--- src/egcd_pkg.sv ---
// Shared constants, codes and control structs for the extended Euclid gcd block.
// No dependencies; compile first.
`default_nettype none

package egcd_pkg;

    localparam int WIDTH  = 32;            // coefficient width
    localparam int OP_W   = WIDTH - 1;     // operand / gcd width
    localparam int COEF_W = WIDTH;
    localparam int CNT_W  = $clog2(OP_W);  // division bit counter

    localparam logic [1:0] ST_OK    = 2'd0;
    localparam logic [1:0] ST_EQUAL = 2'd1;
    localparam logic [1:0] ST_ZERO  = 2'd2;

    // controller -> datapath
    typedef struct packed {
        logic load;    // capture operands, classify, start first division
        logic step;    // one restoring-division bit
        logic update;  // rotate remainders/coefficients, start next division
        logic emit;    // load the result register
    } cmd_t;

    // datapath -> controller
    typedef struct packed {
        logic in_err;    // operands equal or zero (from input payload)
        logic rem_zero;  // last division left no remainder
    } stat_t;

endpackage

`default_nettype wire

--- src/egcd_in_if.sv ---
// Operand channel: valid/ready handshake carrying one operand pair per item.
// Depends on egcd_pkg.
`default_nettype none

interface egcd_in_if;
    import egcd_pkg::*;

    logic            valid;
    logic            ready;
    logic [OP_W-1:0] first_value;
    logic [OP_W-1:0] second_value;

    modport source (output valid, first_value, second_value, input ready);
    modport sink   (input valid, first_value, second_value, output ready);
endinterface

`default_nettype wire

--- src/egcd_out_if.sv ---
// Result channel: valid/ready handshake carrying gcd, coefficients and status.
// Depends on egcd_pkg.
`default_nettype none

interface egcd_out_if;
    import egcd_pkg::*;

    logic                     valid;
    logic                     ready;
    logic [1:0]               status;
    logic [OP_W-1:0]          divisor;
    logic signed [COEF_W-1:0] coef_larger;
    logic signed [COEF_W-1:0] coef_smaller;
    logic                     first_was_larger;

    modport source (output valid, status, divisor, coef_larger, coef_smaller,
                    first_was_larger, input ready);
    modport sink   (input valid, status, divisor, coef_larger, coef_smaller,
                    first_was_larger, output ready);
endinterface

`default_nettype wire

--- src/egcd_ctrl.sv ---
// Sequencer for the extended Euclid block: handshakes, bit counter, step order.
// Depends on egcd_pkg.
`default_nettype none

module egcd_ctrl (
    input  wire logic           clk,
    input  wire logic           rst_n,
    input  wire logic           in_valid,
    output logic                in_ready,
    output logic                out_valid,
    input  wire logic           out_ready,
    input  wire egcd_pkg::stat_t stat,
    output egcd_pkg::cmd_t      cmd
);
    import egcd_pkg::*;

    typedef enum logic [3:0] {
        S_IDLE = 4'b0001,
        S_DIV  = 4'b0010,
        S_UPD  = 4'b0100,
        S_FIN  = 4'b1000
    } state_t;

    state_t            state_reg, state_next;
    logic [CNT_W-1:0]  cnt_reg, cnt_next;
    logic              out_valid_reg, out_valid_next;

    always_comb
    begin
        state_next = state_reg;
        cnt_next   = cnt_reg;
        cmd        = '0;
        in_ready   = 1'b0;
        unique case (state_reg)
            S_IDLE:
            begin
                in_ready = 1'b1;
                if (in_valid)
                begin
                    cmd.load   = 1'b1;
                    cnt_next   = '0;
                    state_next = stat.in_err ? S_FIN : S_DIV;
                end
            end
            S_DIV:
            begin
                cmd.step = 1'b1;
                cnt_next = cnt_reg + 1'b1;
                if (cnt_reg == CNT_W'(OP_W - 1))
                    state_next = S_UPD;
            end
            S_UPD:
            begin
                if (stat.rem_zero)
                    state_next = S_FIN;
                else
                begin
                    cmd.update = 1'b1;
                    cnt_next   = '0;
                    state_next = S_DIV;
                end
            end
            S_FIN:
            begin
                // wait for the result register to free up
                if (!out_valid_reg || out_ready)
                begin
                    cmd.emit   = 1'b1;
                    state_next = S_IDLE;
                end
            end
            default: state_next = S_IDLE;
        endcase
    end

    always_comb
    begin
        if (cmd.emit)
            out_valid_next = 1'b1;
        else if (out_ready)
            out_valid_next = 1'b0;
        else
            out_valid_next = out_valid_reg;
    end

    assign out_valid = out_valid_reg;

    always_ff @(posedge clk or negedge rst_n)
    begin
        if (!rst_n)
        begin
            state_reg     <= S_IDLE;
            cnt_reg       <= '0;
            out_valid_reg <= 1'b0;
        end
        else
        begin
            state_reg     <= state_next;
            cnt_reg       <= cnt_next;
            out_valid_reg <= out_valid_next;
        end
    end

endmodule

`default_nettype wire

--- src/egcd_datapath.sv ---
// Datapath: operand classification, restoring divider with bit-serial
// quotient*coefficient accumulation, Bezout update and result register.
// Depends on egcd_pkg.
`default_nettype none

module egcd_datapath (
    input  wire logic                     clk,
    input  wire logic [egcd_pkg::OP_W-1:0] first_value,
    input  wire logic [egcd_pkg::OP_W-1:0] second_value,
    input  wire egcd_pkg::cmd_t           cmd,
    output egcd_pkg::stat_t               stat,
    output logic [1:0]                    status,
    output logic [egcd_pkg::OP_W-1:0]     divisor,
    output logic signed [egcd_pkg::COEF_W-1:0] coef_larger,
    output logic signed [egcd_pkg::COEF_W-1:0] coef_smaller,
    output logic                          first_was_larger
);
    import egcd_pkg::*;

    // Euclid state; the dividend of each division lives in quo_reg
    logic [OP_W-1:0]   r_cur_reg;
    logic [COEF_W-1:0] x_prev_reg, x_cur_reg, y_prev_reg, y_cur_reg;
    logic [1:0]        st_reg;
    logic              larger_reg;
    // divider
    logic [OP_W-1:0]   quo_reg, rem_reg;
    logic [COEF_W-1:0] px_reg, py_reg;     // q*x_cur, q*y_cur built MSB first
    // result register
    logic [1:0]        res_st_reg;
    logic [OP_W-1:0]   res_d_reg;
    logic [COEF_W-1:0] res_x_reg, res_y_reg;
    logic              res_f_reg;

    logic              eq, zero, first_gt;
    logic [1:0]        st_in;
    logic [OP_W:0]     trial, div_ext, diff;
    logic              ge;
    logic [OP_W-1:0]   rem_next;
    logic [COEF_W-1:0] px_next, py_next;

    assign eq       = (first_value == second_value);
    assign zero     = (first_value == '0) || (second_value == '0);
    assign first_gt = (first_value > second_value);
    assign st_in    = eq ? ST_EQUAL : (zero ? ST_ZERO : ST_OK);

    assign stat.in_err   = eq || zero;
    assign stat.rem_zero = (rem_reg == '0);

    assign trial    = {rem_reg, quo_reg[OP_W-1]};
    assign div_ext  = {1'b0, r_cur_reg};
    assign diff     = trial - div_ext;
    assign ge       = (trial >= div_ext);
    assign rem_next = ge ? diff[OP_W-1:0] : trial[OP_W-1:0];
    assign px_next  = {px_reg[COEF_W-2:0], 1'b0} + (ge ? x_cur_reg : '0);
    assign py_next  = {py_reg[COEF_W-2:0], 1'b0} + (ge ? y_cur_reg : '0);

    always_ff @(posedge clk)
    begin
        if (cmd.load)
        begin
            st_reg     <= st_in;
            larger_reg <= first_gt;
            r_cur_reg  <= first_gt ? second_value : first_value;
            quo_reg    <= first_gt ? first_value : second_value;
            rem_reg    <= '0;
            px_reg     <= '0;
            py_reg     <= '0;
            x_prev_reg <= COEF_W'(1);
            x_cur_reg  <= '0;
            y_prev_reg <= '0;
            y_cur_reg  <= COEF_W'(1);
        end
        else if (cmd.step)
        begin
            quo_reg <= {quo_reg[OP_W-2:0], 1'b0};
            rem_reg <= rem_next;
            px_reg  <= px_next;
            py_reg  <= py_next;
        end
        else if (cmd.update)
        begin
            r_cur_reg  <= rem_reg;
            x_prev_reg <= x_cur_reg;
            x_cur_reg  <= x_prev_reg - px_reg;
            y_prev_reg <= y_cur_reg;
            y_cur_reg  <= y_prev_reg - py_reg;
            // next division: old divisor over this remainder
            quo_reg    <= r_cur_reg;
            rem_reg    <= '0;
            px_reg     <= '0;
            py_reg     <= '0;
        end

        if (cmd.emit)
        begin
            res_st_reg <= st_reg;
            if (st_reg == ST_OK)
            begin
                res_d_reg <= r_cur_reg;
                res_x_reg <= x_cur_reg;
                res_y_reg <= y_cur_reg;
                res_f_reg <= larger_reg;
            end
            else
            begin
                res_d_reg <= '0;
                res_x_reg <= '0;
                res_y_reg <= '0;
                res_f_reg <= 1'b0;
            end
        end
    end

    assign status           = res_st_reg;
    assign divisor          = res_d_reg;
    assign coef_larger      = res_x_reg;
    assign coef_smaller     = res_y_reg;
    assign first_was_larger = res_f_reg;

endmodule

`default_nettype wire

--- src/extended_euclid_gcd_top.sv ---
// Top level of the extended Euclid gcd block: controller plus datapath.
// Depends on egcd_pkg, egcd_in_if, egcd_out_if, egcd_ctrl, egcd_datapath.
`default_nettype none

// Extended Euclid gcd. Each operand item (two 31-bit unsigned values) yields
// one result item: status (ok / operands equal / operand zero), the gcd and
// the signed 32-bit Bezout coefficients of the larger and smaller operand,
// with coef_larger*larger + coef_smaller*smaller = gcd, plus a flag telling
// whether the first operand was the larger. Equal operands (including two
// zeros) and any zero operand give an error status with all other fields 0.
// When the smaller operand divides the larger, gcd is the smaller operand
// with coefficients 0 and 1. One item is processed at a time: each Euclid
// step runs a restoring divider one quotient bit per cycle, then an update
// step; error items skip the divider. The quotient times coefficient
// products are built bit by bit alongside the division, so no multiplier
// is used. A finished result sits in an output register and the next item
// is accepted while it waits.

module extended_euclid_gcd_top (
    input  wire logic clk,
    input  wire logic rst_n,
    egcd_in_if.sink   operands,
    egcd_out_if.source results
);
    import egcd_pkg::*;

    cmd_t  cmd;
    stat_t stat;

    // sequencer: handshakes, division bit count, step order
    egcd_ctrl u_ctrl (
        .clk       (clk),
        .rst_n     (rst_n),
        .in_valid  (operands.valid),
        .in_ready  (operands.ready),
        .out_valid (results.valid),
        .out_ready (results.ready),
        .stat      (stat),
        .cmd       (cmd)
    );

    // divider, coefficient update and result register
    egcd_datapath u_dp (
        .clk              (clk),
        .first_value      (operands.first_value),
        .second_value     (operands.second_value),
        .cmd              (cmd),
        .stat             (stat),
        .status           (results.status),
        .divisor          (results.divisor),
        .coef_larger      (results.coef_larger),
        .coef_smaller     (results.coef_smaller),
        .first_was_larger (results.first_was_larger)
    );

endmodule

`default_nettype wire

--- src/flat_wrapper.sv ---
// flat-port wrapper written by rule: the top's interface ports become plain ports
module extended_euclid_gcd_top_flat import egcd_pkg::*;
  (clk, rst_n, operands_valid, operands_first_value, operands_second_value, operands_ready, results_valid, results_status, results_divisor, results_coef_larger, results_coef_smaller, results_first_was_larger, results_ready);
  egcd_in_if operands_i ();
  egcd_out_if results_i ();
  input  wire logic clk;
  input  wire logic rst_n;
  input wire logic [$bits(operands_i.valid)-1:0] operands_valid;
  input wire logic [$bits(operands_i.first_value)-1:0] operands_first_value;
  input wire logic [$bits(operands_i.second_value)-1:0] operands_second_value;
  output wire logic [$bits(operands_i.ready)-1:0] operands_ready;
  output wire logic [$bits(results_i.valid)-1:0] results_valid;
  output wire logic [$bits(results_i.status)-1:0] results_status;
  output wire logic [$bits(results_i.divisor)-1:0] results_divisor;
  output wire logic [$bits(results_i.coef_larger)-1:0] results_coef_larger;
  output wire logic [$bits(results_i.coef_smaller)-1:0] results_coef_smaller;
  output wire logic [$bits(results_i.first_was_larger)-1:0] results_first_was_larger;
  input wire logic [$bits(results_i.ready)-1:0] results_ready;
  assign operands_i.valid = operands_valid;
  assign operands_i.first_value = operands_first_value;
  assign operands_i.second_value = operands_second_value;
  assign operands_ready = operands_i.ready;
  assign results_valid = results_i.valid;
  assign results_status = results_i.status;
  assign results_divisor = results_i.divisor;
  assign results_coef_larger = results_i.coef_larger;
  assign results_coef_smaller = results_i.coef_smaller;
  assign results_first_was_larger = results_i.first_was_larger;
  assign results_i.ready = results_ready;
  extended_euclid_gcd_top u_core (.clk(clk), .rst_n(rst_n), .operands(operands_i), .results(results_i));
endmodule
--- config.mk ---
export PLATFORM = sky130hd
export DESIGN_NAME = extended_euclid_gcd_top_flat
export DESIGN_NICKNAME = d
export VERILOG_FILES = /design/src/egcd_pkg.sv /design/src/egcd_in_if.sv /design/src/egcd_out_if.sv /design/src/egcd_ctrl.sv /design/src/egcd_datapath.sv /design/src/extended_euclid_gcd_top.sv /design/src/flat_wrapper.sv
export SDC_FILE = /design/constraint.sdc
export NUM_CORES = 1
export LEC_CHECK = 0
export BUFFER_PORTS_ARGS = -buffer_cell sky130_fd_sc_hd__buf_2
export CAP_MARGIN = 5
export CELL_PAD_IN_SITES_DETAIL_PLACEMENT = 1
export CELL_PAD_IN_SITES_GLOBAL_PLACEMENT = 1
export CORE_ASPECT_RATIO = 1.1
export CORE_UTILIZATION = 35
export DETAILED_ROUTE_END_ITERATION = 7
export PLACE_DENSITY = 0.68
export SYNTH_ARGS = -nofsm -noshare
export SYNTH_HDL_FRONTEND = slang
export SYNTH_SLANG_ARGS = --single-unit
export TNS_END_PERCENT = 30
--- constraint.sdc ---
create_clock -name clk -period 4.8 [get_ports clk]
set_input_delay 1.2 -clock clk [delete_from_list [all_inputs] [get_ports clk]]
set_output_delay 1.2 -clock clk [all_outputs]
set_load 0.005 [all_outputs]
==> reports/results.tsv <==
metric	value	unit
post-synthesis cell type count	87	
grt peak-use layer	met2	
P_leak	11.8	nW
Final Hold Vio Count	0	
Synth area leaders	edfxtp_1 (20%), dfxtp_1 (18%), ha_1 (9.5%)	
largest net degree at the start of global routing	78	
type of origin of the critical path	flip-flop	
P&R area growth vs syn	18.7	%
Yosys top cell by area	edfxtp_1	
multi-input gate area in the final layout	0.0140	mm2
Worst R2R End	u_core.u_dp.px_reg[31]	
vias per inst	5.42	
CP cell instances	inv_1, ha_2, fa_2, nor2b_4, o2111ai_2, and3_4, o211a_1, o21ai_2, a21boi_4, buf_4, clkbuf_16, nor2b_2, ha_1, nand4_1, or4_4, a211oi_2, nor2_1, a211oi_2, a41o_2, mux2i_1, o211ai_1	
Final Cycle Share	99.7	%
Critical Path Fanout Max	7	
most frequent cell after synthesis	nand2_1	
final WL	77500	um
Worst Setup EP	u_core.u_dp.px_reg[31]	
EDFF count, synth	163	
Pwr per Cell Area	608	mW/mm2
drt drc	0	
post-synthesis register bit count	396	
CP Data Arrival Time	5.24	ns
met1 Usage GRT	27.1	%
post-DP HPWL	56200	um
Design Area, Final	0.0290	mm2
TritonCTS buffer count	47	
max incr delay on CP	0.55	ns
RePlAce Congestion	0.898	
RSZ-0062 raised after global routing	true	
critical path class	flip-flop to flip-flop	
slowest stage cell on the critical path	or4_4	
Period minus WS final	4.79	ns
max-cap viol count	0	
Synth top cells by count	nand2_1 (353), a21oi_1 (272), dfxtp_1 (223)	
number of core rows	101	
Syn Inst Count	2792	
asr flop ratio synth	2.53	%
switching power	7.69	mW
Max Slew Vio Count	0	
I/O Buffers	165	
register area share after synthesis	39.4	%
worst slew pin tran	1.14	ns
Netlist Area Pre-Place	0.0244	mm2
Peak VDD IR	0.327	mV
Clock Skew	0.0326	ns
Worst slew margin	24.1	%
Worst Hold Class	input port to asynchronous set/reset pin	
Clk Latency, worst-skew pair	0.62	ns
Synth Flop Type	dfxtp_1	
Syn Area/Cell	8.74	um2
Synth Net Count	3049	
clock share of power	20.1	%
via count of the first global-routing pass	22900	
status	completed	
Sequential Power Share	28.8	%
Final Net Count	3280	
launch point of the worst path	u_core.u_dp.quo_reg[30]	
CTS hold repair buffers	0	
Logic pwr share	51.1	%
Critical Path Sink Type	flip-flop	
CTS tree	built	
Cell Count, Final, Fillers Out	3989	
Worst-path clk slew	0.06	ns
YS warnings	0	
share of the synthesized area in the top cell type	20.1	%
full die area	0.0708	mm2
die height	279	um
cell-internal power	9.93	mW
Core Region	0.0690	mm2
vias	21600	
Final ANT Viol Nets	0	
CTS Buffer Depth	3	
clock sink total	396	
sw frac	43.7	%
Inst Count DP	3877	
Final Total Pwr	17.6	mW
total grt overflow	0	
placed inst area	0.0269	mm2
met3 usage	2.53	%
endpoints failing setup	0	
RR Startpoint	u_core.u_dp.quo_reg[30]	
R2R depth	21	
# H-tree levels	2	
Critical Path RT	5.26	ns
die width	254	um
fillers	8037	
DR iter-0 viols	1009	
routed len/inst	19.4	um
setup_tns	0	ns
gr usage total	21.6	%
share of cells above drive strength 1	15.9	%
Initial Util	35.4	%
Sequential Area	0.00961	mm2
met2 usage	38.5	%
Root Buffer	clkbuf_16	
most used cell along the critical path	a211oi_2	
worst reg-to-reg setup slack	0.01	ns
io pins	166	
initial antenna violation count	1	
drt first pass iters	5	
FMAX	0.209	GHz
Ant. Diodes	0	
first-pass GRT wire length	123000	um
-- layout by cell type (no fill, tap or decap), types with 16 or more instances in the layout --
cell type	Yosys	routed
xor2_1	58	58
o31ai_1	19	19
nand2_1	353	351
nand2b_1	19	19
o22ai_1	54	53
clkbuf_16	0	50
nor2_1	149	145
buf_4	2	137
nand3_1	53	51
nor2b_1	75	60
o21bai_1	16	16
inv_1	164	163
and2_1	73	73
nand4_1	36	36
a21oi_1	272	263
xnor2_1	63	62
edfxtp_1	163	163
ha_1	186	181
o21ai_0	144	135
nor3_1	76	76
a21o_1	61	61
o21a_1	32	32
buf_2	16	165
nor4_1	26	26
dfxtp_1	223	223
a211oi_1	58	52
mux2i_1	70	70
-- kinds of logic after synthesis --
logic type | Yosys count | synth area share [%]
and+or+nand+nor | 925 | 18.1
adders and majority gates | 191 | 9.95
xor gates and xnor gates | 121 | 4.34
buffers and inverters | 297 | 4.80
DFF | 396 | 39.4
AOI/OAI and AO/OA | 790 | 20.5
muxes | 72 | 2.96
-- worst min path at each step --
| stage | from | slack, ns | endpoint |
|---|---|---|---|
| floorplan | u_core.u_dp.st_reg[1] | 0.42 | u_core.u_dp.status[1] |
| global placement | u_core.u_dp.y_prev_reg[0] | 0.45 | u_core.u_dp.y_prev_reg[0] |
| detailed placement | u_core.u_dp.y_prev_reg[6] | 0.45 | u_core.u_dp.y_prev_reg[6] |
| CTS | rst_n | 0.44 | u_core.u_ctrl.state_reg[1] |
| global route | rst_n | 0.46 | u_core.u_ctrl.state_reg[1] |
| finish | rst_n | 0.46 | u_core.u_ctrl.state_reg[1] |
-- routing by layer --
metal	up-vias	part of all wire, %
li1	10500	-
met5	-	0
met1	10700	45
met3	127	2.9
met4	0	2.7
met2	358	49
-- final cells by class --
type	count	area share, %
multi-input combinational	2099	48.4
tap	927	4.00
timing repair buffer	314	7.16
clock inverter	18	0.436
sequential	396	33.2
inverter	165	2.16
clock buffer	70	4.71
-- power groups by stage --
| stage | combinational (mW) | sequential, mW | clock [mW] |
|---|---|---|---|
| after floorplan | 6.21 | 4.88 | 0 |
| after global placement | 8.51 | 5.11 | 0 |
| after detailed placement | 8.78 | 5.13 | 0 |
| after CTS | 8.86 | 5.08 | 3.64 |
| after global routing | 9.93 | 5.16 | 3.76 |
| final | 9.01 | 5.07 | 3.54 |
-- metrics by stage --
stage | setup slack, ns | utilization, % | hold WS (ns)
6_report | 0.0121 | 42.0 | 0.460
2_1_floorplan | 0.0223 | - | 0.424
5_1_grt | -0.185 | 42.0 | 0.463
3_3_place_gp | 0.00987 | 39.1 | 0.447
4_1_cts | 0.00183 | 41.3 | 0.444
3_5_place_dp | -0.284 | 39.1 | 0.453
-- critical path: cells and delay by family (launching register included) --
kind,cells,cell delay [ns]
AOI/OAI and AO/OA,8,1.66
and+or+nand+nor,6,1.29
adders and majority gates,3,0.74
DFF,1,0.36
buffers and inverters,3,0.36
muxes,1,0.20
-- repair_timing --
action,in CTS,in global routing
setup buffers,3,21
pin swaps,6,42
setup endpoints to repair,14,30
resized for setup,15,73
gates cloned,0,1
endpoints found under the hold margin,0,0
Note: power is estimated with default switching activity, not from simulation.
